`config.mk`:
```
export PLATFORM = sky130hd
export DESIGN_NAME = mclut_front
export DESIGN_NICKNAME = d
export VERILOG_FILES = /design/src/hdl/motor_current_lut_interpolator_defines.svh /design/src/hdl/mclut_pkg.sv /design/src/hdl/mclut_front.sv
export SDC_FILE = /design/constraint.sdc
export NUM_CORES = 1
export LEC_CHECK = 0
export ABC_CLOCK_PERIOD_IN_PS = 6060
export BUFFER_PORTS_ARGS = -buffer_cell sky130_fd_sc_hd__buf_2
export CORE_MARGIN = 10
export CORE_UTILIZATION = 48
export DETAILED_ROUTE_END_ITERATION = 6
export GPL_ROUTABILITY_DRIVEN = 0
export PLACE_DENSITY = 0.71
export SKIP_LAST_GASP = 1
export SLEW_MARGIN = 20
export SYNTH_ARGS = -nofsm -noshare
export SYNTH_HDL_FRONTEND = slang
export SYNTH_SLANG_ARGS = --single-unit
```
`constraint.sdc`:
```
create_clock -name clk -period 6.06 [get_ports clk]
set_input_delay 0.303 -clock clk [delete_from_list [all_inputs] [get_ports clk]]
set_output_delay 0.303 -clock clk [all_outputs]
set_load 0.02 [all_outputs]
```
`src/hdl/motor_current_lut_interpolator_defines.svh`:
```
// assertion macros
`ifndef MOTOR_CURRENT_LUT_INTERPOLATOR_DEFINES_SVH
`define MOTOR_CURRENT_LUT_INTERPOLATOR_DEFINES_SVH
`ifndef SYNTHESIS
`define MCLUT_ASSERT_IMP(label, clk, rst_n, ante, cons) \
  label: assert property (@(posedge clk) disable iff (!rst_n) (ante) |-> (cons)) \
    else $error("implication check failed");
`define MCLUT_ASSERT_RST(label, clk, rst_n, cons) \
  label: assert property (@(posedge clk) (!rst_n) |=> (cons)) \
    else $error("reset check failed");
`else
`define MCLUT_ASSERT_IMP(label, clk, rst_n, ante, cons)
`define MCLUT_ASSERT_RST(label, clk, rst_n, cons)
`endif
`endif

```
`src/hdl/mclut_pkg.sv`:
```
package mclut_pkg;

  localparam int SPEED_ROWS_DEF     = 128;
  localparam int TORQUE_COLS_DEF    = 32;
  localparam int VOLTAGE_LAYERS_DEF = 3;

  localparam int ROW_MAX_W   = 10;
  localparam int COL_MAX_W   = 8;
  localparam int QUEUE_DEPTH = 2;

  localparam logic OP_LOAD   = 1'b0;
  localparam logic OP_LOOKUP = 1'b1;

  localparam logic [1:0] TBL_TORQUE = 2'd0;
  localparam logic [1:0] TBL_D      = 2'd1;
  localparam logic [1:0] TBL_Q      = 2'd2;
  localparam logic [1:0] SEL_D      = 2'd0;
  localparam logic [1:0] SEL_Q      = 2'd1;

  localparam logic [1:0] LAYER_400 = 2'd0;
  localparam logic [1:0] LAYER_500 = 2'd1;
  localparam logic [1:0] LAYER_600 = 2'd2;

  localparam logic [13:0] BV_400 = 14'd4000;
  localparam logic [13:0] BV_500 = 14'd5000;
  localparam logic [13:0] BV_600 = 14'd6000;

  localparam logic [16:0] FRAC_ONE = 17'h10000;
  localparam logic [6:0]  RPM_STEP = 7'd100;

  // reciprocal multipliers for the constant divides
  localparam logic [12:0] RECIP_100    = 13'd5243;
  localparam int          RECIP_100_SH = 19;
  localparam logic [21:0] FS_RECIP     = 22'd2684355;
  localparam int          FS_SH        = 12;
  localparam logic [23:0] FV_RECIP     = 24'd8589935;
  localparam int          FV_SH        = 17;

  typedef struct packed {
    logic                  op;
    logic [1:0]            tbl;
    logic [1:0]            layer_lo;
    logic [1:0]            layer_hi;
    logic [ROW_MAX_W-1:0]  row;
    logic [COL_MAX_W-1:0]  col;
    logic signed [15:0]    value;
    logic [15:0]           trq;
    logic [15:0]           fs;
    logic [15:0]           fv;
  } item_t;

endpackage

```
`src/hdl/mclut_front.sv`:
```
module mclut_front #(
  parameter int SPEED_ROWS     = mclut_pkg::SPEED_ROWS_DEF,
  parameter int TORQUE_COLS    = mclut_pkg::TORQUE_COLS_DEF,
  parameter int VOLTAGE_LAYERS = mclut_pkg::VOLTAGE_LAYERS_DEF
) (
  input  logic               clk,
  input  logic               rst_n,
  input  logic               in_valid,
  output logic               in_ready,
  input  logic               in_operation,
  input  logic [1:0]         in_load_table,
  input  logic [1:0]         in_load_layer,
  input  logic [6:0]         in_load_row,
  input  logic [4:0]         in_load_col,
  input  logic signed [15:0] in_load_value,
  input  logic signed [15:0] in_speed_rpm,
  input  logic signed [15:0] in_torque_request,
  input  logic [13:0]        in_bus_voltage,
  input  logic [1:0]         in_current_select,
  output mclut_pkg::item_t   push_item,
  output logic               push,
  input  logic               full
);

  localparam int RW = mclut_pkg::ROW_MAX_W;
  localparam int CW = mclut_pkg::COL_MAX_W;

  localparam logic [1:0] PH_REM  = 2'd0;
  localparam logic [1:0] PH_FS   = 2'd1;
  localparam logic [1:0] PH_PUSH = 2'd2;

  logic             busy_r;
  logic [1:0]       ph_r;
  mclut_pkg::item_t item_r;
  logic [15:0]      abs_r;
  logic [8:0]       row_r;
  logic [9:0]       dv_r;
  logic [6:0]       rem_r;

  logic             accept;
  logic             load_ok;
  logic [15:0]      abs_spd;
  logic [15:0]      abs_trq;
  logic [28:0]      row_prod;
  logic [1:0]       lay_lo;
  logic [1:0]       lay_hi;
  logic [9:0]       dv;
  logic [RW-1:0]    row_clamp;
  logic [33:0]      fv_prod;
  logic [28:0]      fs_prod;

  always_comb begin
    in_ready  = !busy_r;
    accept    = in_valid && in_ready;
    push      = busy_r && (ph_r == PH_PUSH) && !full;
    push_item = item_r;
    load_ok   = (in_load_table <= mclut_pkg::TBL_Q) &&
                (32'(in_load_layer) < VOLTAGE_LAYERS) &&
                (32'(in_load_row) < SPEED_ROWS) &&
                (32'(in_load_col) < TORQUE_COLS);
    abs_spd   = in_speed_rpm[15] ? 16'(-in_speed_rpm) : 16'(in_speed_rpm);
    abs_trq   = in_torque_request[15] ? 16'(-in_torque_request) : 16'(in_torque_request);
    row_prod  = 29'(abs_spd) * 29'(mclut_pkg::RECIP_100);
    if (in_bus_voltage < mclut_pkg::BV_400) begin
      lay_lo = mclut_pkg::LAYER_400;
      lay_hi = mclut_pkg::LAYER_400;
      dv     = '0;
    end else if (in_bus_voltage < mclut_pkg::BV_500) begin
      lay_lo = mclut_pkg::LAYER_400;
      lay_hi = mclut_pkg::LAYER_500;
      dv     = 10'(in_bus_voltage - mclut_pkg::BV_400);
    end else if (in_bus_voltage < mclut_pkg::BV_600) begin
      lay_lo = mclut_pkg::LAYER_500;
      lay_hi = mclut_pkg::LAYER_600;
      dv     = 10'(in_bus_voltage - mclut_pkg::BV_500);
    end else begin
      lay_lo = mclut_pkg::LAYER_600;
      lay_hi = mclut_pkg::LAYER_600;
      dv     = '0;
    end
    row_clamp = (32'(row_r) >= SPEED_ROWS - 1) ? RW'(SPEED_ROWS - 2) : RW'(row_r);
    fv_prod   = 34'(dv_r) * 34'(mclut_pkg::FV_RECIP);
    fs_prod   = 29'(rem_r) * 29'(mclut_pkg::FS_RECIP);
  end

  always_ff @(posedge clk) begin
    if (!rst_n) begin
      busy_r <= 1'b0;
      ph_r   <= PH_REM;
    end else if (accept) begin
      if (in_operation == mclut_pkg::OP_LOAD) begin
        busy_r <= load_ok;
        ph_r   <= PH_PUSH;
      end else begin
        busy_r <= 1'b1;
        ph_r   <= PH_REM;
      end
    end else if (busy_r) begin
      unique case (ph_r)
        PH_REM:  ph_r <= PH_FS;
        PH_FS:   ph_r <= PH_PUSH;
        PH_PUSH: if (!full) busy_r <= 1'b0;
        default: ph_r <= PH_REM;
      endcase
    end
  end

  always_ff @(posedge clk) begin
    if (accept) begin
      item_r.op       <= in_operation;
      item_r.value    <= in_load_value;
      item_r.trq      <= abs_trq;
      item_r.fs       <= '0;
      item_r.fv       <= '0;
      abs_r           <= abs_spd;
      row_r           <= 9'(row_prod >> mclut_pkg::RECIP_100_SH);
      dv_r            <= dv;
      if (in_operation == mclut_pkg::OP_LOAD) begin
        item_r.tbl      <= in_load_table;
        item_r.layer_lo <= in_load_layer;
        item_r.layer_hi <= in_load_layer;
        item_r.row      <= RW'(in_load_row);
        item_r.col      <= CW'(in_load_col);
      end else begin
        item_r.tbl      <= in_current_select;
        item_r.layer_lo <= lay_lo;
        item_r.layer_hi <= lay_hi;
        item_r.row      <= '0;
        item_r.col      <= '0;
      end
    end else if (busy_r && ph_r == PH_REM) begin
      item_r.row <= row_clamp;
      item_r.fv  <= 16'(fv_prod >> mclut_pkg::FV_SH);
      rem_r      <= 7'(abs_r - 16'(row_r) * 16'(mclut_pkg::RPM_STEP));
    end else if (busy_r && ph_r == PH_FS) begin
      item_r.fs <= 16'(fs_prod >> mclut_pkg::FS_SH);
    end
  end

endmodule

```
==> impl_metrics.ini, run 1 <==
[worst_setup_path]
r2r-end = push_item[8]$_SDFFE_PP0P_
critPathArrivalTime_ps = 6250
critPathMaxStageDelay_ps = 570
endpoint = row_r[7]$_DFFE_PP_
startpoint_type = input port
r2r_slack_ps = 680
crit_path_start = in_speed_rpm[6]
cp_max_fo = 4
path_class = input port to flop
reg2regPathDepth = 16
endpoint_kind = flop
critPathTopFamily = adder cells
worstSetupPathDepth = 26
reg2reg_from = dv_r[8]$_SDFFCE_PN0P_
crit_path_frequent_cell = fa_1
required_ps = 6310
slowest_stage = or4_4
critPathBufInv = 7

[global_routing]
grt_max_degree = 51
gr-total-overflow = 0
grt_usage_pct = 18.56
grt_pass1_wl_mm = 54.74
grt_pass1_vias = 11270
antenna_found_initial = 0

[timing]
hold_viol = 0
drv_slew = 0
layout_min_cycle_time_ps = 6001
rsz0062_at_grt = yes
fin_skew_ps = 11.47
post-route-period-util_pct = 99.03
fmax_mhz = 166.6
final.setup.worst_slack_ps = 58.61
maxSlewHeadroom_pct = 34.66
finalSetupViolations = 0
worst_pin_slew_ps = 977.3

[routing]
viasPerCell = 5.106
wl_per_cell_um = 16.03
drc = 0
wirelength_mm = 33.31
drt_first_pass_iters = 5
drt_iter0_drc = 478
postRouteAntennaNets = 0
num_vias = 10610

[layout]
antenna_cells = 0
drive_gt1_share_pct = 18.60
layout_commonest_cell = inv_1
final_cell_mix = inv_1, ha_1, buf_2, fa_1, edfxtp_1
syn_to_final_growth_pct = 17.37
nets = 2181
finalInstanceArea_um2 = 16760

[synth]
synth_cell_types = 71
ys_warn_count = 0
syn_area_um2 = 14280
synth_edf_count = 86
synth_top_flop_cell = edfxtp_1
avgSynthCellArea_um2 = 9.983
postSynthCellCount = 1430
synthArstFlopShare_pct = 0
ys_seq_elements = 121
seq_area_frac_synth_pct = 23.00

[floorplan]
ios = 176
std_cell_rows = 63
die_h_um = 192.5
core_area_um2 = 29480
fp.dieW_um = 192.5
dieArea_um2 = 37040
start_util_pct = 48.43

[clock_network]
cts.sinks = 121
cts_made_buffers = 17
path_clk_slew_ps = 60
cts_tree = done
cts-root-buf = clkbuf_16
clk_path_buf_depth = 2
htreeDepth = 4
clk_latency_ps = 430

[placement]
post-place-ws_ps = -466.5
dpl.hpwl_mm = 28.53
dpl-instance-area_um2 = 16090
io_buffers = 171

[run_status]
status = complete, no violations

[power_and_ir_drop]
max-vdd-ir-drop_mv = 0.6319
p_leak_nw = 8.644
power_density_nw_per_um2 = 601.2

[flow_run]
cap_violations = 0

[min_path]
hp-class = input port to flop
==> worst register-to-register path: stages, from the launching register on <==
cell      delay, ps
edfxtp_1        560
fa_1            620
inv_1            70
fa_1            500
fa_1            570
inv_1            60
fa_1            510
fa_1            410
ha_1            320
a21oi_1         150
o21ai_0          90
a22o_1          220
or2_2           310
o21ai_1         240
a21boi_0        220
o21a_1          230
o31ai_1         200
==> power by group <==
part	switching (W)	internal, W
registers	0.000113	0.00111
clock network	0.000379	0.000601
logic	0.00444	0.00343
total	0.00493	0.00514
==> how the worst min path moves through the flow <==
| stage | cells after the start | startpoint | to | slack (ps) |
|---|---|---|---|---|
| 3_5_place_dp | 0 | abs_r[1]$_DFFE_PP_ | rem_r[1]$_DFFE_PP_ | 410 |
| 2_1_floorplan | 0 | abs_r[0]$_DFFE_PP_ | rem_r[0]$_DFFE_PP_ | 400 |
| 5_1_grt | 1 | in_load_value[14] | push_item[62]$_DFFE_PP_ | 30 |
| 3_3_place_gp | 0 | abs_r[1]$_DFFE_PP_ | rem_r[1]$_DFFE_PP_ | 400 |
| 4_1_cts | 1 | in_load_value[9] | push_item[57]$_DFFE_PP_ | 30 |
| 6_report | 1 | in_load_value[0] | push_item[48]$_DFFE_PP_ | 50 |
==> metrics by stage <==
| step | hold slack, ps | setup TNS [ps] | utilization (%) | total power [W] | instances |
|---|---|---|---|---|---|
| 6_report | 48.68 | 0 | 56.84 | 0.01007 | 2078 |
| 5_1_grt | 30.22 | -453.5 | 56.84 | 0.01134 | 2078 |
| 4_1_cts | 29.16 | 0 | 56.52 | 0.01001 | 2075 |
| 3_5_place_dp | 405.7 | -1460 | 54.59 | 0.008905 | 2043 |
| 3_3_place_gp | 403.2 | -1087 | 54.59 | 0.008693 | 2043 |
| 2_1_floorplan | 400.3 | -332.2 | - | 0.007014 | 1435 |
==> final cells by class <==
class,instances,area [um2]
Sequential cell,121,3283
Clock inverter,12,127.6
Inverter,339,1277
Clock buffer,20,436.7
Multi-Input combinational cell,956,9769
Tap cell,390,488.0
Fill cell,2561,12720
Timing Repair Buffer,240,1374
==> cell families (layout without fill, tap and decap cells) <==
group,after synthesis,after routing,synth area share [%]
AOI/OAI and AO/OA,205,205,9.343
xor gates and xnor gates,75,75,4.969
adders and majority gates,421,421,44.31
buffers and inverters,358,611,9.518
DFF,121,121,23.00
muxes,3,3,0.2279
other,1,6,0.02627
and+or+nand+nor,246,246,8.606
==> Yosys cell counts, types with 3 or more instances <==
library cell	n	share of area, %
nor4b_1	3	0.18
a31oi_1	7	0.31
clkbuf_1	15	0.39
nor2_1	52	1.4
o21a_1	6	0.32
nor3_1	26	0.91
nand4_1	12	0.53
a21o_1	15	0.79
o21ai_0	49	1.7
nand3_1	28	0.98
o22ai_1	4	0.18
a21boi_0	4	0.21
o41ai_1	3	0.18
nor4_1	3	0.13
a211oi_1	5	0.26
o31a_1	3	0.18
o211ai_1	8	0.42
or2_2	6	0.26
edfxtp_1	86	18
a21oi_1	51	1.8
and3_1	7	0.31
xor2_1	24	1.5
nand2_1	68	1.8
nor2b_1	9	0.39
nand3b_1	3	0.16
o211a_1	3	0.21
buf_4	4	0.21
inv_1	337	8.9
o21bai_1	10	0.53
dfxtp_1	35	4.9
or3_1	9	0.39
fa_1	141	20
nand2b_1	4	0.18
o31ai_1	13	0.68
ha_1	280	25
and2_1	6	0.26
xnor2_1	44	2.7
xor2_2	5	0.57
==> flip-flops by register name, indices dropped and copies added (netlist names) <==
| name | cells |
|---|---|
| busy_r | 1 |
| ph_r | 2 |
| abs_r | 7 |
| rem_r | 7 |
| row_r | 9 |
| push_item | 85 |
| dv_r | 10 |
==> repair_timing <==
action / 4_1_cts / 5_1_grt
endpoints found under the setup margin: 1 / 5
hold buffers: 0 / 0
resized for setup: 1 / 14
pin swaps: 0 / 5
setup buffers: 0 / 3
==> metal layers <==
layer | vias up | part of all wire [%] | routed length (um) | global-route usage, %
li1 | 5237 | - | - | -
met1 | 5117 | 41 | 13660 | 21.55
met2 | 197 | 53 | 17640 | 33.95
met3 | 59 | 3.4 | 1146 | 2.638
met4 | 0 | 2.6 | 864 | 6.738
met5 | - | 0 | 0 | 0
Power figures use the tool's default switching activity.
==> run 2, diff against run 1 <==
ABC_CLOCK_PERIOD_IN_PS = 6830   (was 6060)
PLACE_DENSITY = 0.68   (was 0.71)
SLEW_MARGIN = 25   (was 20)
clock period = 6.83 ns   (was 6.06 ns; I/O delays follow)
==> impl_metrics.ini, run 2 (synthesis results as in run 1) <==
[run_status]
status = complete, no violations

[global_routing]
grt_pass1_vias = 11120
grt_usage_pct = 18.63
gr-total-overflow = 0
grt_pass1_wl_mm = 55.14
antenna_found_initial = 0
grt_max_degree = 53

[clock_network]
cts_hold_buf = 0
cts_tree = done
cts_made_buffers = 17
path_clk_slew_ps = 60
htreeDepth = 4
clk_path_buf_depth = 2
clk_latency_ps = 430
cts.sinks = 121
cts_resized = 0
postCtsSetupRepairBufs = 0
cts-root-buf = clkbuf_16

[worst_setup_path]
startpoint_type = input port
endpoint_kind = flop
path_class = input port to flop
critPathArrivalTime_ps = 6470
reg2regPathDepth = 16
r2r_slack_ps = 1340
required_ps = 7060
crit_path_start = in_speed_rpm[6]
reg2reg_from = dv_r[7]$_SDFFCE_PN0P_
cp_max_fo = 4
r2r-end = push_item[8]$_SDFFE_PP0P_

[min_path]
hp-start = in_load_value[14]
min_to = push_item[62]$_DFFE_PP_
hp-class = input port to flop
hold_depth = 1

[layout]
multiInputGateArea_um2 = 9661
syn_to_final_growth_pct = 14.01
final_cell_mix = inv_1, ha_1, buf_2, fa_1, edfxtp_1
layout_commonest_cell = inv_1
largest_reg_flops = 85
drive_gt1_share_pct = 15.12
num-fill-cells = 2654
layout.cells.non_filler = 2024
antenna_cells = 0
regArea_um2 = 3283
nets = 2127

[timing]
hold_viol = 0
rsz0062_at_grt = no
fmax_mhz = 160.4
layout_min_cycle_time_ps = 6235
maxSlewHeadroom_pct = 27.20
fin_skew_ps = 9.274
finalSetupViolations = 0
finalSetupTns_ps = 0
final.setup.worst_slack_ps = 595.1
post-route-period-util_pct = 91.29
worst_pin_slew_ps = 1081
drv_slew = 0

[routing]
drt_iter0_drc = 412
drt_first_pass_iters = 5
viasPerCell = 5.093
drc = 0
postRouteAntennaNets = 0
wl_per_cell_um = 16.42
wirelength_mm = 33.23
num_vias = 10310

[power_and_ir_drop]
p_leak_nw = 8.403
max-vdd-ir-drop_mv = 0.4708
power_density_nw_per_um2 = 529.3

[floorplan]
dieArea_um2 = 37040
start_util_pct = 48.43
ios = 176
die_h_um = 192.5
fp.dieW_um = 192.5
std_cell_rows = 63
core_area_um2 = 29480

[placement]
io_buffers = 171
post-place-ws_ps = 152.1
dpl.hpwl_mm = 27.79
dpl.cell_count = 1992

[flow_run]
cap_violations = 0
-- run 2: area by class of cell --
cell class	instances	area share, %
clock buffer	17	2.614
clock inverter	15	1.092
inverter	339	7.825
multi-input combinational	956	59.35
sequential	121	20.17
tap	390	2.998
timing repair buffer	186	5.950
-- run 2: how the worst max path moves through the flow --
stage                         end  slack, ps  cells after the start
2_1_floorplan  row_r[7]$_DFFE_PP_        300                     25
3_3_place_gp   row_r[7]$_DFFE_PP_        270                     26
3_5_place_dp   row_r[7]$_DFFE_PP_        150                     25
4_1_cts        row_r[7]$_DFFE_PP_        600                     25
5_1_grt        row_r[7]$_DFFE_PP_        250                     26
6_report       row_r[7]$_DFFE_PP_        600                     25
-- run 2: where the power goes --
part	total, W	internal, W	leakage [nW]	switching, W
Combinational	0.00659	0.00283	6.99	0.00375
Sequential	0.00109	0.000988	1.12	0.0000997
Clock	0.000941	0.000553	0.300	0.000388
Total	0.00862	0.00437	8.40	0.00424
-- run 2: metal layers --
layer	part of all wire (%)	routed length (um)	vias up	track usage, %
met5	0	0	-	0
met1	44	14530	4986	22.75
met2	51	17010	145	33.25
met3	2.7	895	39	2.223
met4	2.4	794	0	6.351
li1	-	-	5138	-
-- run 2: through the flow --
stage                     power (W)  utilization, %  instance area [um2]  hold slack, ps
after global placement     0.007520           53.14                15670           410.4
after CTS                  0.008696           55.19                16270           74.59
after floorplan            0.006164               -                14300           400.3
final                      0.008615           55.21                16280           91.01
after detailed placement   0.007657           53.14                15670           416.0
after global routing       0.009799           55.21                16280           76.55
-- run 2: critical path, cell delays in order --
cell and delay [ps]:
buf_2 120, or4_4 570, nor4_4 190, nand4_2 170, o31ai_2 270, xor2_2 240, inv_1 140, ha_1 330
ha_1 320, inv_1 60, fa_1 520, inv_1 50, fa_1 470, inv_1 50, fa_1 530, inv_1 40
ha_1 300, a211oi_1 260, o211ai_1 130, o2111ai_1 160, o21ai_0 170, o21a_1 240, o31a_1 290, or4_1 400
o311ai_1 110
==> run 3, diff against run 2 <==
--- a/config.mk
+++ b/config.mk
@@ -12,4 +12,5 @@
 export DETAILED_ROUTE_END_ITERATION = 6
 export GPL_ROUTABILITY_DRIVEN = 0
+export GPL_TIMING_DRIVEN = 0
 export PLACE_DENSITY = 0.68
 export SKIP_LAST_GASP = 1
==> constraint.sdc (replaced) <==
create_clock -name clk -period 6.83 [get_ports clk]
set_input_delay 0 -clock clk [delete_from_list [all_inputs] [get_ports clk]]
set_output_delay 0 -clock clk [all_outputs]
set_load 0.02 [all_outputs]
==> impl_metrics.ini, run 3 (synthesis results as in run 1) <==
[run_status]
status = complete, no violations

[layout]
finalInstanceArea_um2 = 16940
utilization_pct = 57.46
layout.cells.non_filler = 2097
num-fill-cells = 2556
nets = 2199
drive_gt1_share_pct = 14.13
layout_commonest_cell = inv_1
regArea_um2 = 3283
multiInputGateArea_um2 = 9694
final_cell_mix = inv_1, ha_1, buf_2, fa_1, edfxtp_1
syn_to_final_growth_pct = 18.65
largest_reg_flops = 85

[worst_setup_path]
endpoint_kind = flop
r2r_slack_ps = 1310
slowest_stage = or4_4
path_class = input port to flop
reg2reg_from = dv_r[7]$_SDFFCE_PN0P_
critPathArrivalTime_ps = 6530
required_ps = 6990
r2r-end = push_item[8]$_SDFFE_PP0P_
critPathTopFamily = adder cells
startpoint_type = input port
reg2regPathDepth = 16
crit_path_frequent_cell = inv_1
critPathMaxStageDelay_ps = 580
critPathBufInv = 7
crit_path_start = in_speed_rpm[6]
cp_max_fo = 6

[global_routing]
gr-total-overflow = 0
grt_usage_pct = 19.13
antenna_found_initial = 0
grt_pass1_wl_mm = 56.70
grt_pass1_vias = 11710
grt_max_degree = 43

[floorplan]
fp.dieW_um = 192.5
die_h_um = 192.5
std_cell_rows = 63
start_util_pct = 48.43
core_area_um2 = 29480
ios = 176
dieArea_um2 = 37040

[placement]
dpl-instance-area_um2 = 15660
dpl.cell_count = 1997
io_buffers = 171
dpl.hpwl_mm = 28.20

[routing]
num_vias = 10800
wirelength_mm = 34.49
viasPerCell = 5.152
postRouteAntennaNets = 0
drt_iter0_drc = 646
drt_first_pass_iters = 5
wl_per_cell_um = 16.45
drc = 0

[timing]
finalSetupViolations = 0
fmax_mhz = 156.9
fin_skew_ps = 7.353
post-route-period-util_pct = 93.33
rsz0062_at_grt = no
drv_slew = 0
maxSlewHeadroom_pct = 40.39
hold_viol = 0
worst_pin_slew_ps = 887.7
layout_min_cycle_time_ps = 6374

[clock_network]
cts_made_buffers = 17
htreeDepth = 4
cts_tree = done
clk_path_buf_depth = 2
path_clk_slew_ps = 60
cts-root-buf = clkbuf_16
clk_latency_ps = 430
cts.sinks = 121

[min_path]
hp-class = input port to flop
min_to = dv_r[4]$_SDFFCE_PN0P_
hp-start = in_bus_voltage[4]
hold_depth = 3

[power_and_ir_drop]
max-vdd-ir-drop_mv = 0.5515
p_leak_nw = 8.658
power_density_nw_per_um2 = 506.3

[flow_run]
cap_violations = 0
==> run 3: worst max-delay path by stage <==
stage / to / depth (start not counted)
floorplan: row_r[7]$_DFFE_PP_ / 25
global placement: row_r[8]$_DFFE_PP_ / 26
detailed placement: row_r[8]$_DFFE_PP_ / 26
CTS: row_r[8]$_DFFE_PP_ / 26
global route: row_r[8]$_DFFE_PP_ / 26
finish: row_r[8]$_DFFE_PP_ / 26
==> run 3: layer usage <==
metal	wire length, um	GRT usage (%)
met1	14450	22.76
met2	17890	34.55
met3	1251	2.476
met4	906	6.857
met5	0	0
==> run 3: cell type report <==
cell class                      count  area share (%)
Buffer                             19          0.5318
Tap cell                          390           2.881
Multi-Input combinational cell    956           57.23
Antenna cell                        1         0.01477
Timing Repair Buffer              239           9.100
Clock inverter                     14          0.8125
Clock buffer                       18           2.534
Inverter                          339           7.512
Sequential cell                   121           19.38
==> run 3: power breakdown <==
group	total [W]	switching, W	internal [W]
Clock	0.000881	0.000373	0.000508
Combinational	0.00660	0.00376	0.00284
Sequential	0.00109	0.000103	0.000988
==> run 3: through the flow <==
| step | power, W | hold WS, ps | setup slack [ps] | setup TNS (ps) |
|---|---|---|---|---|
| finish | 0.008576 | 10.86 | 455.5 | 0 |
| global route | 0.009714 | 51.62 | 97.26 | 0 |
| CTS | 0.008619 | 6.896 | 193.0 | 0 |
| detailed placement | 0.007638 | 178.1 | -475.6 | -954.6 |
| global placement | 0.007466 | 176.1 | -326.8 | -697.4 |
| floorplan | 0.006164 | 79.38 | 643.3 | 0 |
==> run 3: worst reg2reg max path, delay by kind of cell (launching register included) <==
kind	cells	cell delay, ps
AND/OR/NAND/NOR	1	320
buffers and inverters	2	130
AO/OA/AOI/OAI	7	1390
adder cells (fa/ha/maj)	6	2990
flip-flops	1	620
==> run 3: repair_timing <==
item	4_1_cts	5_1_grt
buffers inserted	0	2
endpoints found under the hold margin	62	0
gates cloned	0	0
hold buffers	65	0
pin swaps	0	1
gates resized for setup	1	3
setup endpoints to repair	1	2
