**src/hdl/motor_current_lut_interpolator_defines.svh**
```systemverilog
// assertion macros
`ifndef MOTOR_CURRENT_LUT_INTERPOLATOR_DEFINES_SVH
`define MOTOR_CURRENT_LUT_INTERPOLATOR_DEFINES_SVH
`ifndef SYNTHESIS
`define MCLUT_ASSERT_IMP(label, clk, rst_n, ante, cons) \
  label: assert property (@(posedge clk) disable iff (!rst_n) (ante) |-> (cons)) \
    else $error("implication check failed");
`define MCLUT_ASSERT_RST(label, clk, rst_n, cons) \
  label: assert property (@(posedge clk) (!rst_n) |=> (cons)) \
    else $error("reset check failed");
`else
`define MCLUT_ASSERT_IMP(label, clk, rst_n, ante, cons)
`define MCLUT_ASSERT_RST(label, clk, rst_n, cons)
`endif
`endif

```
**src/hdl/mclut_pkg.sv**
```systemverilog
package mclut_pkg;

  localparam int SPEED_ROWS_DEF     = 128;
  localparam int TORQUE_COLS_DEF    = 32;
  localparam int VOLTAGE_LAYERS_DEF = 3;

  localparam int ROW_MAX_W   = 10;
  localparam int COL_MAX_W   = 8;
  localparam int QUEUE_DEPTH = 2;

  localparam logic OP_LOAD   = 1'b0;
  localparam logic OP_LOOKUP = 1'b1;

  localparam logic [1:0] TBL_TORQUE = 2'd0;
  localparam logic [1:0] TBL_D      = 2'd1;
  localparam logic [1:0] TBL_Q      = 2'd2;
  localparam logic [1:0] SEL_D      = 2'd0;
  localparam logic [1:0] SEL_Q      = 2'd1;

  localparam logic [1:0] LAYER_400 = 2'd0;
  localparam logic [1:0] LAYER_500 = 2'd1;
  localparam logic [1:0] LAYER_600 = 2'd2;

  localparam logic [13:0] BV_400 = 14'd4000;
  localparam logic [13:0] BV_500 = 14'd5000;
  localparam logic [13:0] BV_600 = 14'd6000;

  localparam logic [16:0] FRAC_ONE = 17'h10000;
  localparam logic [6:0]  RPM_STEP = 7'd100;

  // reciprocal multipliers for the constant divides
  localparam logic [12:0] RECIP_100    = 13'd5243;
  localparam int          RECIP_100_SH = 19;
  localparam logic [21:0] FS_RECIP     = 22'd2684355;
  localparam int          FS_SH        = 12;
  localparam logic [23:0] FV_RECIP     = 24'd8589935;
  localparam int          FV_SH        = 17;

  typedef struct packed {
    logic                  op;
    logic [1:0]            tbl;
    logic [1:0]            layer_lo;
    logic [1:0]            layer_hi;
    logic [ROW_MAX_W-1:0]  row;
    logic [COL_MAX_W-1:0]  col;
    logic signed [15:0]    value;
    logic [15:0]           trq;
    logic [15:0]           fs;
    logic [15:0]           fv;
  } item_t;

endpackage

```
**src/hdl/mclut_queue.sv**
```systemverilog
module mclut_queue (
  input  logic             clk,
  input  logic             rst_n,
  input  logic             push,
  input  mclut_pkg::item_t push_item,
  output logic             full,
  input  logic             pop,
  output mclut_pkg::item_t pop_item,
  output logic             empty
);

  localparam int DEPTH = mclut_pkg::QUEUE_DEPTH;
  localparam int PW    = (DEPTH > 1) ? $clog2(DEPTH) : 1;

  mclut_pkg::item_t ent_r [DEPTH];
  logic [PW-1:0]    wr_ptr_r;
  logic [PW-1:0]    rd_ptr_r;
  logic [PW:0]      cnt_r;

  always_comb begin
    full     = (cnt_r == (PW+1)'(DEPTH));
    empty    = (cnt_r == '0);
    pop_item = ent_r[rd_ptr_r];
  end

  always_ff @(posedge clk) begin
    if (!rst_n) begin
      wr_ptr_r <= '0;
      rd_ptr_r <= '0;
      cnt_r    <= '0;
    end else begin
      if (push) begin
        wr_ptr_r <= (wr_ptr_r == PW'(DEPTH - 1)) ? '0 : wr_ptr_r + 1'b1;
      end
      if (pop) begin
        rd_ptr_r <= (rd_ptr_r == PW'(DEPTH - 1)) ? '0 : rd_ptr_r + 1'b1;
      end
      if (push && !pop) begin
        cnt_r <= cnt_r + 1'b1;
      end else if (pop && !push) begin
        cnt_r <= cnt_r - 1'b1;
      end
    end
  end

  always_ff @(posedge clk) begin
    if (push) begin
      ent_r[wr_ptr_r] <= push_item;
    end
  end

endmodule

```
**config.mk**
```make
export PLATFORM = sky130hd
export DESIGN_NAME = mclut_queue
export DESIGN_NICKNAME = d
export VERILOG_FILES = /design/src/hdl/motor_current_lut_interpolator_defines.svh /design/src/hdl/mclut_pkg.sv /design/src/hdl/mclut_queue.sv
export SDC_FILE = /design/constraint.sdc
export NUM_CORES = 1
export LEC_CHECK = 0
export ABC_AREA = 1
export BUFFER_PORTS_ARGS = -buffer_cell sky130_fd_sc_hd__buf_2
export CAP_MARGIN = 20
export CORE_ASPECT_RATIO = 1.1
export CORE_MARGIN = 1.5
export CORE_UTILIZATION = 52
export CTS_CLUSTER_DIAMETER = 80
export DETAILED_ROUTE_END_ITERATION = 10
export PLACE_DENSITY = 0.79
export SLEW_MARGIN = 20
export SYNTH_ARGS = -nofsm -noshare
export SYNTH_HDL_FRONTEND = slang
export SYNTH_SLANG_ARGS = --single-unit
```
**constraint.sdc**
```tcl
create_clock -name clk -period 6.52 [get_ports clk]
set_clock_uncertainty 0.1 [all_clocks]
set_input_delay 0.978 -clock clk [delete_from_list [all_inputs] [get_ports clk]]
set_output_delay 0.978 -clock clk [all_outputs]
set_load 0.05 [all_outputs]
```
==> flow_summary.html, run 1 <==
<table>
<tr><th>Metric</th><th>Value</th></tr>
<tr><th colspan="2">Yosys</th></tr>
<tr><td>Syn_area_per_cell</td><td>21.4 um^2</td></tr>
<tr><td>Synth Cell Area</td><td>0.00668 mm^2</td></tr>
<tr><td>Leading register cell type out of synthesis</td><td>edfxtp_1</td></tr>
<tr><td>Number of register bits inferred by synthesis</td><td>183</td></tr>
<tr><td>Area share of the largest cell type after synthesis</td><td>80.0%</td></tr>
<tr><td>Number of flops mapped to enable cells by yosys</td><td>178</td></tr>
<tr><td>Leading area contributor after synthesis</td><td>edfxtp_1</td></tr>
<tr><td>Syn Nets</td><td>406</td></tr>
<tr><td>Register area share after synthesis</td><td>81.5%</td></tr>
<tr><td>Yosys synthesis warning count</td><td>0</td></tr>
<tr><td>Top-count cell post-synth</td><td>edfxtp_1</td></tr>
<tr><td>Post-synthesis async set-or-reset flop share</td><td>0%</td></tr>
<tr><td>Most area-consuming cells after synthesis</td><td>edfxtp_1, mux2_2, mux2_4, dfxtp_1, buf_2</td></tr>
<tr><td>Cell count after synthesis</td><td>312</td></tr>
<tr><td>Unique cell type count in the Yosys netlist</td><td>14</td></tr>
<tr><td>Leading cell types by count after synthesis</td><td>edfxtp_1, mux2_2, mux2_4</td></tr>
<tr><th colspan="2">Die</th></tr>
<tr><td># IOs</td><td>184</td></tr>
<tr><td>Core region area</td><td>0.0126 mm^2</td></tr>
<tr><td>Floorplan die width</td><td>111 um</td></tr>
<tr><td>Die H</td><td>122 um</td></tr>
<tr><td>Die ar.</td><td>0.0135 mm^2</td></tr>
<tr><td>Initial Utilization</td><td>53.1%</td></tr>
<tr><td>Row Count</td><td>43</td></tr>
<tr><th colspan="2">Power</th></tr>
<tr><td>VDD IR-drop max</td><td>0.000184 V</td></tr>
<tr><td>Power after layout</td><td>0.00280 W</td></tr>
<tr><td>Power per cell area</td><td>335 mW/mm^2</td></tr>
<tr><td>Static Leakage</td><td>3.21 nW</td></tr>
<tr><th colspan="2">STA</th></tr>
<tr><td>Worst-Margin Slew</td><td>0.889 ns</td></tr>
<tr><td>Worst hold-check slack</td><td>0.417 ns</td></tr>
<tr><td>Number of setup violations in the final report</td><td>0</td></tr>
<tr><td>Worst slew margin relative to its limit</td><td>40.8%</td></tr>
<tr><td>Total count of hold-check failures in the final report</td><td>0</td></tr>
<tr><td>RSZ-0062 raised after global routing</td><td>no</td></tr>
<tr><td>Number of pins exceeding their max-slew limit in the final report</td><td>0</td></tr>
<tr><td>Sum Neg Setup Slack</td><td>0 ns</td></tr>
<tr><td>Tmin final</td><td>3.53 ns</td></tr>
<tr><td>Period utilization</td><td>54.2%</td></tr>
<tr><td>Highest achievable clock rate</td><td>283 MHz</td></tr>
<tr><th colspan="2">Worst setup path</th></tr>
<tr><td>Worst path max stage delay</td><td>0.67 ns</td></tr>
<tr><td>Critical R2R Launch</td><td>wr_ptr_r</td></tr>
<tr><td>Worst reg2reg path endpoint</td><td>ent_r[0][53]</td></tr>
<tr><td>Data required time at the worst endpoint</td><td>5.44 ns</td></tr>
<tr><td>Arr. time, crit path</td><td>2.45 ns</td></tr>
<tr><td>Worst-case register-to-register setup slack</td><td>4.30 ns</td></tr>
<tr><td>Maximum fanout encountered on the critical timing path</td><td>54</td></tr>
<tr><td>Type of origin of the critical path</td><td>flip-flop</td></tr>
<tr><td>Crit-path cells</td><td>buf_4 -&gt; mux2_2 -&gt; buf_2</td></tr>
<tr><td>Crit end category</td><td>output port</td></tr>
<tr><td>Slowest-stage cell, CP</td><td>dfxtp_4</td></tr>
<tr><td>Number of cells on the worst reg-to-reg path</td><td>2</td></tr>
<tr><td>Worst setup path class</td><td>flip-flop to output port</td></tr>
<tr><td>Critical path capture point</td><td>pop_item[53]</td></tr>
<tr><th colspan="2">Drt</th></tr>
<tr><td>Vias per Instance</td><td>5.09</td></tr>
<tr><td>Drt first-iter violations</td><td>134</td></tr>
<tr><td>Detailed-routing iteration count for the pre-antenna-repair pass</td><td>6</td></tr>
<tr><td>Average wire length per cell after detail routing</td><td>17.4 um</td></tr>
<tr><td>Routed WL</td><td>11800 um</td></tr>
<tr><td>Routed vias</td><td>3450</td></tr>
<tr><td>Number of nets still failing antenna checks after routing</td><td>0</td></tr>
<tr><td>DRC Markers</td><td>0</td></tr>
<tr><th colspan="2">Flow run</th></tr>
<tr><td>Max-cap violations</td><td>0</td></tr>
<tr><th colspan="2">Cells and area</th></tr>
<tr><td>Final nets</td><td>601</td></tr>
<tr><td>Area added between synthesis and finish</td><td>25.1%</td></tr>
<tr><td>Count of placed standard cells in the final layout, fillers left out</td><td>678</td></tr>
<tr><td>Fraction of final layout cells with drive strength greater than 1</td><td>59.2%</td></tr>
<tr><td>Final Core Density</td><td>66.4%</td></tr>
<tr><th colspan="2">Placement</th></tr>
<tr><td>Final Wtd Congestion</td><td>0.746</td></tr>
<tr><td>Count of input and output buffers</td><td>183</td></tr>
<tr><td>Post-placement cell count</td><td>645</td></tr>
<tr><td>Post-detail-place hpwl</td><td>7840 um</td></tr>
<tr><th colspan="2">Clock tree</th></tr>
<tr><td>CTS clk-pin slew, worst paths</td><td>0.06 ns</td></tr>
<tr><td>H-tree Lvls</td><td>4</td></tr>
<tr><td>Root buffer cell</td><td>clkbuf_16</td></tr>
<tr><td>TritonCTS clock tree</td><td>done</td></tr>
<tr><td>Setup fix buffers added after clock tree synthesis</td><td>0</td></tr>
<tr><td>Number of CTS-inserted buffers</td><td>17</td></tr>
<tr><td>Clock Path Buffers</td><td>2</td></tr>
<tr><td>Source-to-sink clock delay at the later pin of the worst-skew pair</td><td>0.41 ns</td></tr>
<tr><td>TritonCTS Sinks</td><td>183</td></tr>
<tr><td>CTS hold repair buffers</td><td>0</td></tr>
<tr><td>Number of gates resized after CTS</td><td>0</td></tr>
<tr><th colspan="2">Global routing</th></tr>
<tr><td>Pin count of the biggest net entering global routing</td><td>68</td></tr>
<tr><td>Global-route wire length before repair</td><td>17900 um</td></tr>
<tr><td>Total grt overflow</td><td>0</td></tr>
<tr><td>Total global routing track utilization</td><td>17.5%</td></tr>
<tr><td>Number of global-route vias before repair</td><td>3580</td></tr>
<tr><td>Antenna violations before repair</td><td>2</td></tr>
<tr><th colspan="2">Outcome</th></tr>
<tr><td>Run status</td><td>finished, final reports clean</td></tr>
<tr><th colspan="2">Min path</th></tr>
<tr><td>Path class of the lowest-slack min-delay path</td><td>flip-flop to flip-flop</td></tr>
</table>
critical path: cells and delay by family (launching register included):
family / cells / cell delay (ns)
DFF: 1 / 0.67
buffers and inverters: 2 / 0.88
muxes: 1 / 0.42
metrics by stage:
| stage | worst slack (ns) | cell area, um^2 |
|---|---|---|
| after floorplan | 1.14 | 6680 |
| after global placement | 3.43 | 7760 |
| after detailed placement | 3.39 | 7760 |
| after CTS | 2.94 | 8360 |
| after global routing | 2.86 | 8360 |
| final | 2.99 | 8360 |
sequential cells by signal (all words and copies together), names as in the netlist, named ones only:
register	cells
cnt_r	2
rd_ptr_r	1
ent_r	178
wr_ptr_r	1
metal layers:
layer  wire (um)  global-route usage (%)  vias to the layer above
met1        4740                    20.9                     1694
li1            -                       -                     1610
met5           7                       0                        -
met2        6040                    29.5                      122
met4         310                    8.94                        2
met3         726                    4.78                       22
worst min-delay path by stage:
stage          slack, ns     start  cells past startpoint   endpoint
5_1_grt             0.43  rd_ptr_r                      2  flip-flop
3_3_place_gp        0.38  rd_ptr_r                      2   rd_ptr_r
3_5_place_dp        0.40  rd_ptr_r                      2  flip-flop
4_1_cts             0.42  rd_ptr_r                      2  flip-flop
6_report            0.42  rd_ptr_r                      2  flip-flop
2_1_floorplan       0.36  rd_ptr_r                      2  flip-flop
placed cells by master, fill, tap and decap left out, drive strengths merged:
master	Yosys	layout
clkbuf	0	18
mux2	89	89
inv	8	11
nand4	1	1
buf	10	186
ha	1	1
clkinv	0	8
edfxtp	178	178
bufinv	0	3
nand3	1	1
diode	0	1
dfxtp	5	5
nand2	8	8
a21oi	1	1
o21ai	1	1
nor2	9	9
final cells by class:
class                           instances  area, um^2
Clock buffer                           18         429
Fill cell                             875        4230
Antenna cell                            1        2.50
Tap cell                              157         196
Clock inverter                         14         170
Inverter                                8        31.3
Timing Repair Buffer                  186         938
Multi-Input combinational cell        111        1140
Sequential cell                       183        5450
power by group:
| group | switching (W) | total (W) | internal [W] | leakage [nW] |
|---|---|---|---|---|
| clock | 0.000424 | 0.00103 | 0.000607 | 0.297 |
| combinational | 0.000275 | 0.000385 | 0.000110 | 1.20 |
| sequential | 0.0000216 | 0.00138 | 0.00136 | 1.71 |
cells by family (layout without fill, tap and decap cells):
logic type,count (synthesis),count (layout),share of synthesized area [%]
buf+inv,18,226,1.48
flops,183,183,81.5
simple gates,19,19,1.12
fa+ha+maj,1,1,0.187
mux,89,89,15.6
other cells,0,1,0
compound gates,2,2,0.150
Power figures use the tool's default switching activity.
==> run 2: changes to the inputs <==
clock period = 3.68 ns   (was 6.52 ns; I/O delays follow)
==> run 2 against run 1 <==
Against the previous run:
- first-iteration DRC count rose by 54%
- combinational power rose by 78%
- non-clock buffer count rose by 1
- design area fell by 0.27%
- wire length barely moved
- final cell count did not move
- via count rose by 0.87%
- sequential share of layout area rose by 0.18 points
- register-to-register slack got worse by 2.5 ns
- count of clock-buffer cells in the layout rose by 2
- die area did not move
- critical path type unchanged
==> flow_summary.html, run 2 (synthesized netlist as in run 1, its figures left out) <==
<table>
<tr><th>Metric</th><th>Value</th></tr>
<tr><th colspan="2">Outcome</th></tr>
<tr><td>Run status</td><td>finished, final reports clean (unchanged)</td></tr>
<tr><th colspan="2">Die</th></tr>
<tr><td>Die ar.</td><td>0.0135 mm^2 (unchanged)</td></tr>
<tr><td>Row Count</td><td>43 (unchanged)</td></tr>
<tr><td># IOs</td><td>184 (unchanged)</td></tr>
<tr><td>Initial Utilization</td><td>53.1% (unchanged)</td></tr>
<tr><td>Core region area</td><td>0.0126 mm^2 (unchanged)</td></tr>
<tr><td>Die H</td><td>122 um (unchanged)</td></tr>
<tr><td>Floorplan die width</td><td>111 um (unchanged)</td></tr>
<tr><th colspan="2">Power</th></tr>
<tr><td>Switching part of the total power</td><td>25.3% (was 25.8%)</td></tr>
<tr><td>Static Leakage</td><td>3.19 nW (was 3.21 nW)</td></tr>
<tr><td>VDD IR-drop max</td><td>0.000349 V (was 0.000184 V)</td></tr>
<tr><td>Pint</td><td>0.00360 W (was 0.00208 W)</td></tr>
<tr><td>Combinational cell fraction of total power</td><td>14.3% (was 13.8%)</td></tr>
<tr><td>Power share of the sequential group</td><td>51.0% (was 49.4%)</td></tr>
<tr><td>Power per cell area</td><td>577 mW/mm^2 (was 335 mW/mm^2)</td></tr>
<tr><td>Clock Power Share</td><td>34.7% (was 36.8%)</td></tr>
<tr><td>Switching Power</td><td>0.00121 W (was 0.000721 W)</td></tr>
<tr><th colspan="2">Drt</th></tr>
<tr><td>Vias per Instance</td><td>5.13 (was 5.09)</td></tr>
<tr><td>Number of nets still failing antenna checks after routing</td><td>0 (unchanged)</td></tr>
<tr><td>Routed WL</td><td>11800 um (about the same)</td></tr>
<tr><td>Drt first-iter violations</td><td>207 (was 134)</td></tr>
<tr><td>Routed vias</td><td>3480 (was 3450)</td></tr>
<tr><td>Detailed-routing iteration count for the pre-antenna-repair pass</td><td>4 (was 6)</td></tr>
<tr><td>DRC Markers</td><td>0 (unchanged)</td></tr>
<tr><td>Average wire length per cell after detail routing</td><td>17.4 um (about the same)</td></tr>
<tr><th colspan="2">Placement</th></tr>
<tr><td>Count of input and output buffers</td><td>183 (unchanged)</td></tr>
<tr><td>Post-placement cell count</td><td>646 (was 645)</td></tr>
<tr><td>Final Wtd Congestion</td><td>0.756 (was 0.746)</td></tr>
<tr><td>Post-detail-place hpwl</td><td>7700 um (was 7840 um)</td></tr>
<tr><th colspan="2">STA</th></tr>
<tr><td>RSZ-0062 raised after global routing</td><td>no (unchanged)</td></tr>
<tr><td>Tmin final</td><td>2.80 ns</td></tr>
<tr><td>Total count of hold-check failures in the final report</td><td>0 (unchanged)</td></tr>
<tr><td>Worst slew margin relative to its limit</td><td>57.7% (was 40.8%)</td></tr>
<tr><td>Worst-Margin Slew</td><td>0.635 ns (was 0.889 ns)</td></tr>
<tr><td>Highest achievable clock rate</td><td>357 MHz</td></tr>
<tr><td>Period utilization</td><td>76.1%</td></tr>
<tr><td>Number of setup violations in the final report</td><td>0 (unchanged)</td></tr>
<tr><td>Sum Neg Setup Slack</td><td>0 ns (unchanged)</td></tr>
<tr><td>Number of pins exceeding their max-slew limit in the final report</td><td>0 (unchanged)</td></tr>
<tr><th colspan="2">Cells and area</th></tr>
<tr><td>Final nets</td><td>602 (was 601)</td></tr>
<tr><td>Max FFs per register</td><td>178 (unchanged)</td></tr>
<tr><td>Fraction of final layout cells with drive strength greater than 1</td><td>58.3% (was 59.2%)</td></tr>
<tr><td>Biggest register</td><td>ent_r (unchanged)</td></tr>
<tr><td>Count of placed standard cells in the final layout, fillers left out</td><td>678 (unchanged)</td></tr>
<tr><td>Largest registers in the final layout</td><td>ent_r x178, cnt_r x2 (unchanged)</td></tr>
<tr><td># diodes</td><td>0 (was 1)</td></tr>
<tr><td>Leading cell types in the layout, fill and taps excluded</td><td>buf_2, edfxtp_1, mux2_2, clkbuf_16, mux2_4 (unchanged)</td></tr>
<tr><td>Area added between synthesis and finish</td><td>24.8% (was 25.1%)</td></tr>
<tr><td>Most common cell after layout, fill and taps aside</td><td>buf_2 (unchanged)</td></tr>
<tr><th colspan="2">Worst setup path</th></tr>
<tr><td>Worst reg2reg path endpoint</td><td>ent_r[1][41] (was ent_r[0][53])</td></tr>
<tr><td>Critical R2R Launch</td><td>wr_ptr_r (unchanged)</td></tr>
<tr><td>Type of origin of the critical path</td><td>flip-flop (unchanged)</td></tr>
<tr><td>Arr. time, crit path</td><td>2.15 ns (was 2.45 ns)</td></tr>
<tr><td>Crit end category</td><td>output port (unchanged)</td></tr>
<tr><td>Maximum fanout encountered on the critical timing path</td><td>47 (was 54)</td></tr>
<tr><td>Data required time at the worst endpoint</td><td>3.03 ns (was 5.44 ns)</td></tr>
<tr><td>Worst-case register-to-register setup slack</td><td>1.81 ns (was 4.30 ns)</td></tr>
<tr><td>Number of cells on the worst reg-to-reg path</td><td>3 (was 2)</td></tr>
<tr><td>Worst setup path class</td><td>flip-flop to output port (unchanged)</td></tr>
<tr><th colspan="2">Min path</th></tr>
<tr><td>Hold Crit Depth</td><td>1 (was 2)</td></tr>
<tr><td>Terminating pin of the worst hold path</td><td>ent_r[1][18]</td></tr>
<tr><td>Launch instance of the worst min-delay path</td><td>push_item[18] (was rd_ptr_r)</td></tr>
<tr><td>Path class of the lowest-slack min-delay path</td><td>primary input to flip-flop (was flip-flop to flip-flop)</td></tr>
<tr><th colspan="2">Clock tree</th></tr>
<tr><td>CTS clk-pin slew, worst paths</td><td>0.06 ns (about the same)</td></tr>
<tr><td>Root buffer cell</td><td>clkbuf_16 (unchanged)</td></tr>
<tr><td>Source-to-sink clock delay at the later pin of the worst-skew pair</td><td>0.41 ns (about the same)</td></tr>
<tr><td>H-tree Lvls</td><td>4 (unchanged)</td></tr>
<tr><td>Clock Path Buffers</td><td>2 (unchanged)</td></tr>
<tr><td>TritonCTS clock tree</td><td>done (unchanged)</td></tr>
<tr><td>Number of CTS-inserted buffers</td><td>17 (unchanged)</td></tr>
<tr><td>TritonCTS Sinks</td><td>183 (unchanged)</td></tr>
<tr><td>Setup fix buffers added after clock tree synthesis</td><td>0 (unchanged)</td></tr>
<tr><td>Number of gates resized after CTS</td><td>0 (unchanged)</td></tr>
<tr><td>CTS hold repair buffers</td><td>0 (unchanged)</td></tr>
<tr><th colspan="2">Global routing</th></tr>
<tr><td>Total global routing track utilization</td><td>17.8% (was 17.5%)</td></tr>
<tr><td>Antenna violations before repair</td><td>0 (was 2)</td></tr>
<tr><td>Global-route wire length before repair</td><td>17900 um (unchanged)</td></tr>
<tr><td>Number of global-route vias before repair</td><td>3571 (was 3580)</td></tr>
<tr><td>Total grt overflow</td><td>0 (unchanged)</td></tr>
<tr><td>Pin count of the biggest net entering global routing</td><td>90 (was 68)</td></tr>
<tr><th colspan="2">Flow run</th></tr>
<tr><td>Max-cap violations</td><td>0 (unchanged)</td></tr>
</table>
[run 2: area by class of cell]
| class | instances | area (um^2) |
|---|---|---|
| clock buffer | 20 | 437 |
| clock inverter | 12 | 110 |
| fill | 886 | 4250 |
| inverter | 8 | 31.3 |
| multi-input combinational | 111 | 1140 |
| sequential | 183 | 5450 |
| tap | 157 | 196 |
| timing repair buffer | 187 | 971 |
[run 2: worst max path at each step]
| stage | from | to | slack [ns] | cells after the start |
|---|---|---|---|---|
| after floorplan | push | ent_r[0][0] | 0.27 | 2 |
| after global placement | flip-flop | pop_item[3] | 1.30 | 3 |
| after detailed placement | flip-flop | pop_item[3] | 1.28 | 3 |
| after CTS | flip-flop | pop_item[3] | 0.82 | 3 |
| after global routing | flip-flop | pop_item[3] | 0.76 | 3 |
| final | flip-flop | pop_item[3] | 0.88 | 3 |
[run 2: per-layer routing]
metal  track usage, %  share of wire (%)  up-vias
met5                0                  0        -
met4             6.80                1.5        0
met3             6.97                7.7       16
met2             30.9                 53      150
met1             20.0                 37     1709
li1                 -                  -     1605
[run 2: worst max-delay path, stage by stage (launching register included)]
cell     delay [ns]
dfxtp_4        0.76
buf_12         0.33
mux2_2         0.39
buf_2          0.21
[run 2: stage by stage]
| step | hold WS (ns) | power, W | utilization (%) | instance area [um^2] | setup slack [ns] |
|---|---|---|---|---|---|
| floorplan | 0.363 | 0.00301 | - | 6680 | 0.268 |
| global placement | 0.378 | 0.00317 | 61.9 | 7790 | 1.30 |
| detailed placement | 0.393 | 0.00319 | 61.9 | 7790 | 1.28 |
| CTS | 0.207 | 0.00485 | 66.2 | 8340 | 0.821 |
| global route | 0.205 | 0.00498 | 66.2 | 8340 | 0.765 |
| finish | 0.226 | 0.00481 | 66.2 | 8340 | 0.879 |
[run 2: power by group through the flow]
stage	sequential (W)	clock [W]	combinational (W)
global route	0.00246	0.00179	0.000720
floorplan	0.00248	0	0.000526
global placement	0.00249	0	0.000679
detailed placement	0.00250	0	0.000691
CTS	0.00246	0.00170	0.000693
finish	0.00245	0.00167	0.000686
==> run 3: changes to the inputs <==
CORE_UTILIZATION = 47   (was 52)
PLACE_DENSITY = 0.76   (was 0.79)
clock period = 2.4 ns   (was 3.68 ns; I/O delays follow)
==> run 3 against run 2 <==
Against the previous run:
- sequential power rose by 53%
- first-iteration DRC count decreased by 25%
- global-route usage shrank 1.3 points
- design area increased by 1.5%
- count of clock-buffer cells in the layout rose by 4
- worst hold slack got worse by 0.20 ns
- die area up 10%
- largest cell class unchanged
==> flow_summary.html, run 3 (synthesized netlist as in run 1, its figures left out) <==
<table>
<tr><th>Metric</th><th>Value</th></tr>
<tr><th colspan="2">Min path</th></tr>
<tr><td>Path class of the lowest-slack min-delay path</td><td>primary input to flip-flop (unchanged)</td></tr>
<tr><th colspan="2">Clock tree</th></tr>
<tr><td>Source-to-sink clock delay at the later pin of the worst-skew pair</td><td>0.41 ns (about the same)</td></tr>
<tr><td>CTS clk-pin slew, worst paths</td><td>0.06 ns (about the same)</td></tr>
<tr><td>TritonCTS clock tree</td><td>done (unchanged)</td></tr>
<tr><td>H-tree Lvls</td><td>4 (unchanged)</td></tr>
<tr><td>Setup fix buffers added after clock tree synthesis</td><td>0 (unchanged)</td></tr>
<tr><td>Number of gates resized after CTS</td><td>0 (unchanged)</td></tr>
<tr><td>Root buffer cell</td><td>clkbuf_16 (unchanged)</td></tr>
<tr><td>TritonCTS Sinks</td><td>183 (unchanged)</td></tr>
<tr><td>CTS hold repair buffers</td><td>0 (unchanged)</td></tr>
<tr><td>Clock Path Buffers</td><td>2 (unchanged)</td></tr>
<tr><td>Number of CTS-inserted buffers</td><td>17 (unchanged)</td></tr>
<tr><th colspan="2">Worst setup path</th></tr>
<tr><td>Crit end category</td><td>output port (unchanged)</td></tr>
<tr><td>Data required time at the worst endpoint</td><td>1.94 ns (was 3.03 ns)</td></tr>
<tr><td>Worst setup path class</td><td>flip-flop to output port (unchanged)</td></tr>
<tr><td>Worst reg2reg path endpoint</td><td>ent_r[1][13] (was ent_r[1][41])</td></tr>
<tr><td>Worst-case register-to-register setup slack</td><td>0.85 ns (was 1.81 ns)</td></tr>
<tr><td>Type of origin of the critical path</td><td>flip-flop (unchanged)</td></tr>
<tr><td>Maximum fanout encountered on the critical timing path</td><td>32 (was 47)</td></tr>
<tr><td>Number of cells on the worst reg-to-reg path</td><td>3 (unchanged)</td></tr>
<tr><td>Arr. time, crit path</td><td>1.76 ns (was 2.15 ns)</td></tr>
<tr><td>Critical path capture point</td><td>pop_item[71] (was pop_item[3])</td></tr>
<tr><td>Critical R2R Launch</td><td>wr_ptr_r (unchanged)</td></tr>
<tr><th colspan="2">Cells and area</th></tr>
<tr><td>Biggest register</td><td>ent_r (unchanged)</td></tr>
<tr><td>Most common cell after layout, fill and taps aside</td><td>buf_2 (unchanged)</td></tr>
<tr><td>Largest registers in the final layout</td><td>ent_r x178, cnt_r x2 (unchanged)</td></tr>
<tr><td>Final Core Density</td><td>61.1% (was 66.2%)</td></tr>
<tr><td>Leading cell types in the layout, fill and taps excluded</td><td>buf_2, edfxtp_1, mux2_2, clkbuf_16, mux2_4 (unchanged)</td></tr>
<tr><td>Count of placed standard cells in the final layout, fillers left out</td><td>711 (was 678)</td></tr>
<tr><td># diodes</td><td>0 (unchanged)</td></tr>
<tr><td>Area added between synthesis and finish</td><td>26.7% (was 24.8%)</td></tr>
<tr><td>Max FFs per register</td><td>178 (unchanged)</td></tr>
<tr><td>Fraction of final layout cells with drive strength greater than 1</td><td>59.1% (was 58.3%)</td></tr>
<tr><td>Final nets</td><td>604 (was 602)</td></tr>
<tr><th colspan="2">Placement</th></tr>
<tr><td>Post-detail-place hpwl</td><td>7800 um (was 7700 um)</td></tr>
<tr><td>Final Wtd Congestion</td><td>0.696 (was 0.756)</td></tr>
<tr><td>Post-placement cell count</td><td>679 (was 646)</td></tr>
<tr><td>Count of input and output buffers</td><td>183 (unchanged)</td></tr>
<tr><th colspan="2">Global routing</th></tr>
<tr><td>Global-route wire length before repair</td><td>17900 um (about the same)</td></tr>
<tr><td>Total grt overflow</td><td>0 (unchanged)</td></tr>
<tr><td>Number of global-route vias before repair</td><td>3707 (was 3571)</td></tr>
<tr><td>Antenna violations before repair</td><td>0 (unchanged)</td></tr>
<tr><td>Pin count of the biggest net entering global routing</td><td>58 (was 90)</td></tr>
<tr><td>Total global routing track utilization</td><td>16.5% (was 17.8%)</td></tr>
<tr><th colspan="2">STA</th></tr>
<tr><td>Tmin final</td><td>2.22 ns</td></tr>
<tr><td>Worst slew margin relative to its limit</td><td>65.1% (was 57.7%)</td></tr>
<tr><td>Worst-Margin Slew</td><td>0.524 ns (was 0.635 ns)</td></tr>
<tr><td>Highest achievable clock rate</td><td>450 MHz</td></tr>
<tr><td>RSZ-0062 raised after global routing</td><td>no (unchanged)</td></tr>
<tr><td>Sum Neg Setup Slack</td><td>0 ns (unchanged)</td></tr>
<tr><td>Total count of hold-check failures in the final report</td><td>0 (unchanged)</td></tr>
<tr><td>Number of setup violations in the final report</td><td>0 (unchanged)</td></tr>
<tr><td>Period utilization</td><td>92.6%</td></tr>
<tr><td>Number of pins exceeding their max-slew limit in the final report</td><td>0 (unchanged)</td></tr>
<tr><th colspan="2">Die</th></tr>
<tr><td>Initial Utilization</td><td>48.2% (was 53.1%)</td></tr>
<tr><td># IOs</td><td>184 (unchanged)</td></tr>
<tr><td>Floorplan die width</td><td>117 um (was 111 um)</td></tr>
<tr><td>Die H</td><td>128 um (was 122 um)</td></tr>
<tr><td>Die ar.</td><td>0.0149 mm^2 (was 0.0135 mm^2)</td></tr>
<tr><td>Core region area</td><td>0.0139 mm^2 (was 0.0126 mm^2)</td></tr>
<tr><td>Row Count</td><td>45 (was 43)</td></tr>
<tr><th colspan="2">Power</th></tr>
<tr><td>Static Leakage</td><td>3.22 nW (was 3.19 nW)</td></tr>
<tr><td>VDD IR-drop max</td><td>0.000492 V (was 0.000349 V)</td></tr>
<tr><td>Power per cell area</td><td>897 mW/mm^2 (was 577 mW/mm^2)</td></tr>
<tr><th colspan="2">Drt</th></tr>
<tr><td>Number of nets still failing antenna checks after routing</td><td>0 (unchanged)</td></tr>
<tr><td>Average wire length per cell after detail routing</td><td>16.4 um (was 17.4 um)</td></tr>
<tr><td>Drt first-iter violations</td><td>155 (was 207)</td></tr>
<tr><td>Vias per Instance</td><td>4.89 (was 5.13)</td></tr>
<tr><td>Routed vias</td><td>3474 (was 3480)</td></tr>
<tr><td>Routed WL</td><td>11700 um (was 11800 um)</td></tr>
<tr><td>DRC Markers</td><td>0 (unchanged)</td></tr>
<tr><td>Detailed-routing iteration count for the pre-antenna-repair pass</td><td>4 (unchanged)</td></tr>
<tr><th colspan="2">Outcome</th></tr>
<tr><td>Run status</td><td>finished, final reports clean (unchanged)</td></tr>
<tr><th colspan="2">Flow run</th></tr>
<tr><td>Max-cap violations</td><td>0 (unchanged)</td></tr>
</table>
==> run 3: power by group <==
| group | switching (W) | internal, W | leakage (nW) | total [W] |
|---|---|---|---|---|
| registers | 0.0000408 | 0.00370 | 1.71 | 0.00374 |
| clock network | 0.00106 | 0.00172 | 0.290 | 0.00278 |
| logic | 0.000768 | 0.000312 | 1.22 | 0.00108 |
| total | 0.00187 | 0.00573 | 3.22 | 0.00759 |
==> run 3: layout make-up <==
cell class                 count  area (um^2)
fill                        1054         5390
sequential                   183         5450
inverter                       8         33.8
tap                          188          235
clock buffer                  24          482
timing repair buffer         189          998
multi-input combinational    111         1140
clock inverter                 8          120
==> run 3: stage by stage <==
step           cell area (um^2)  total power, W  worst slack (ns)  hold WS (ns)
5_1_grt                    8460         0.00785            0.0855       0.00457
3_5_place_dp               7860         0.00490             0.588         0.410
4_1_cts                    8460         0.00768             0.126      0.000731
3_3_place_gp               7860         0.00487             0.610         0.377
2_1_floorplan              6690         0.00461             0.140         0.359
6_report                   8460         0.00759             0.177        0.0264
==> run 3: critical path, cell delays in order (launching register included) <==
cell and delay (ns):
dfxtp_4 0.35, buf_4 0.37, mux2_2 0.40, buf_2 0.21
==> run 3: routing by layer <==
metal / track usage (%) / part of all wire (%) / wire length, um
met1: 17.5 / 37 / 4310
met4: 8.50 / 2.6 / 301
met3: 5.39 / 6.8 / 794
met2: 29.0 / 54 / 6250
met5: 0 / 0 / 0
==> run 3: worst min path at each step <==
stage / start / to / slack, ns / depth (start not counted)
after CTS: push_item[76] / ent_r[1][76] / 0.0007 / 1
after global placement: rd_ptr_r / rd_ptr_r / 0.38 / 2
after detailed placement: rd_ptr_r / rd_ptr_r / 0.41 / 2
after global routing: push_item[44] / ent_r[1][44] / 0.005 / 1
after floorplan: push_item[0] / ent_r[0][0] / 0.36 / 0
final: push_item[54] / ent_r[0][54] / 0.03 / 1
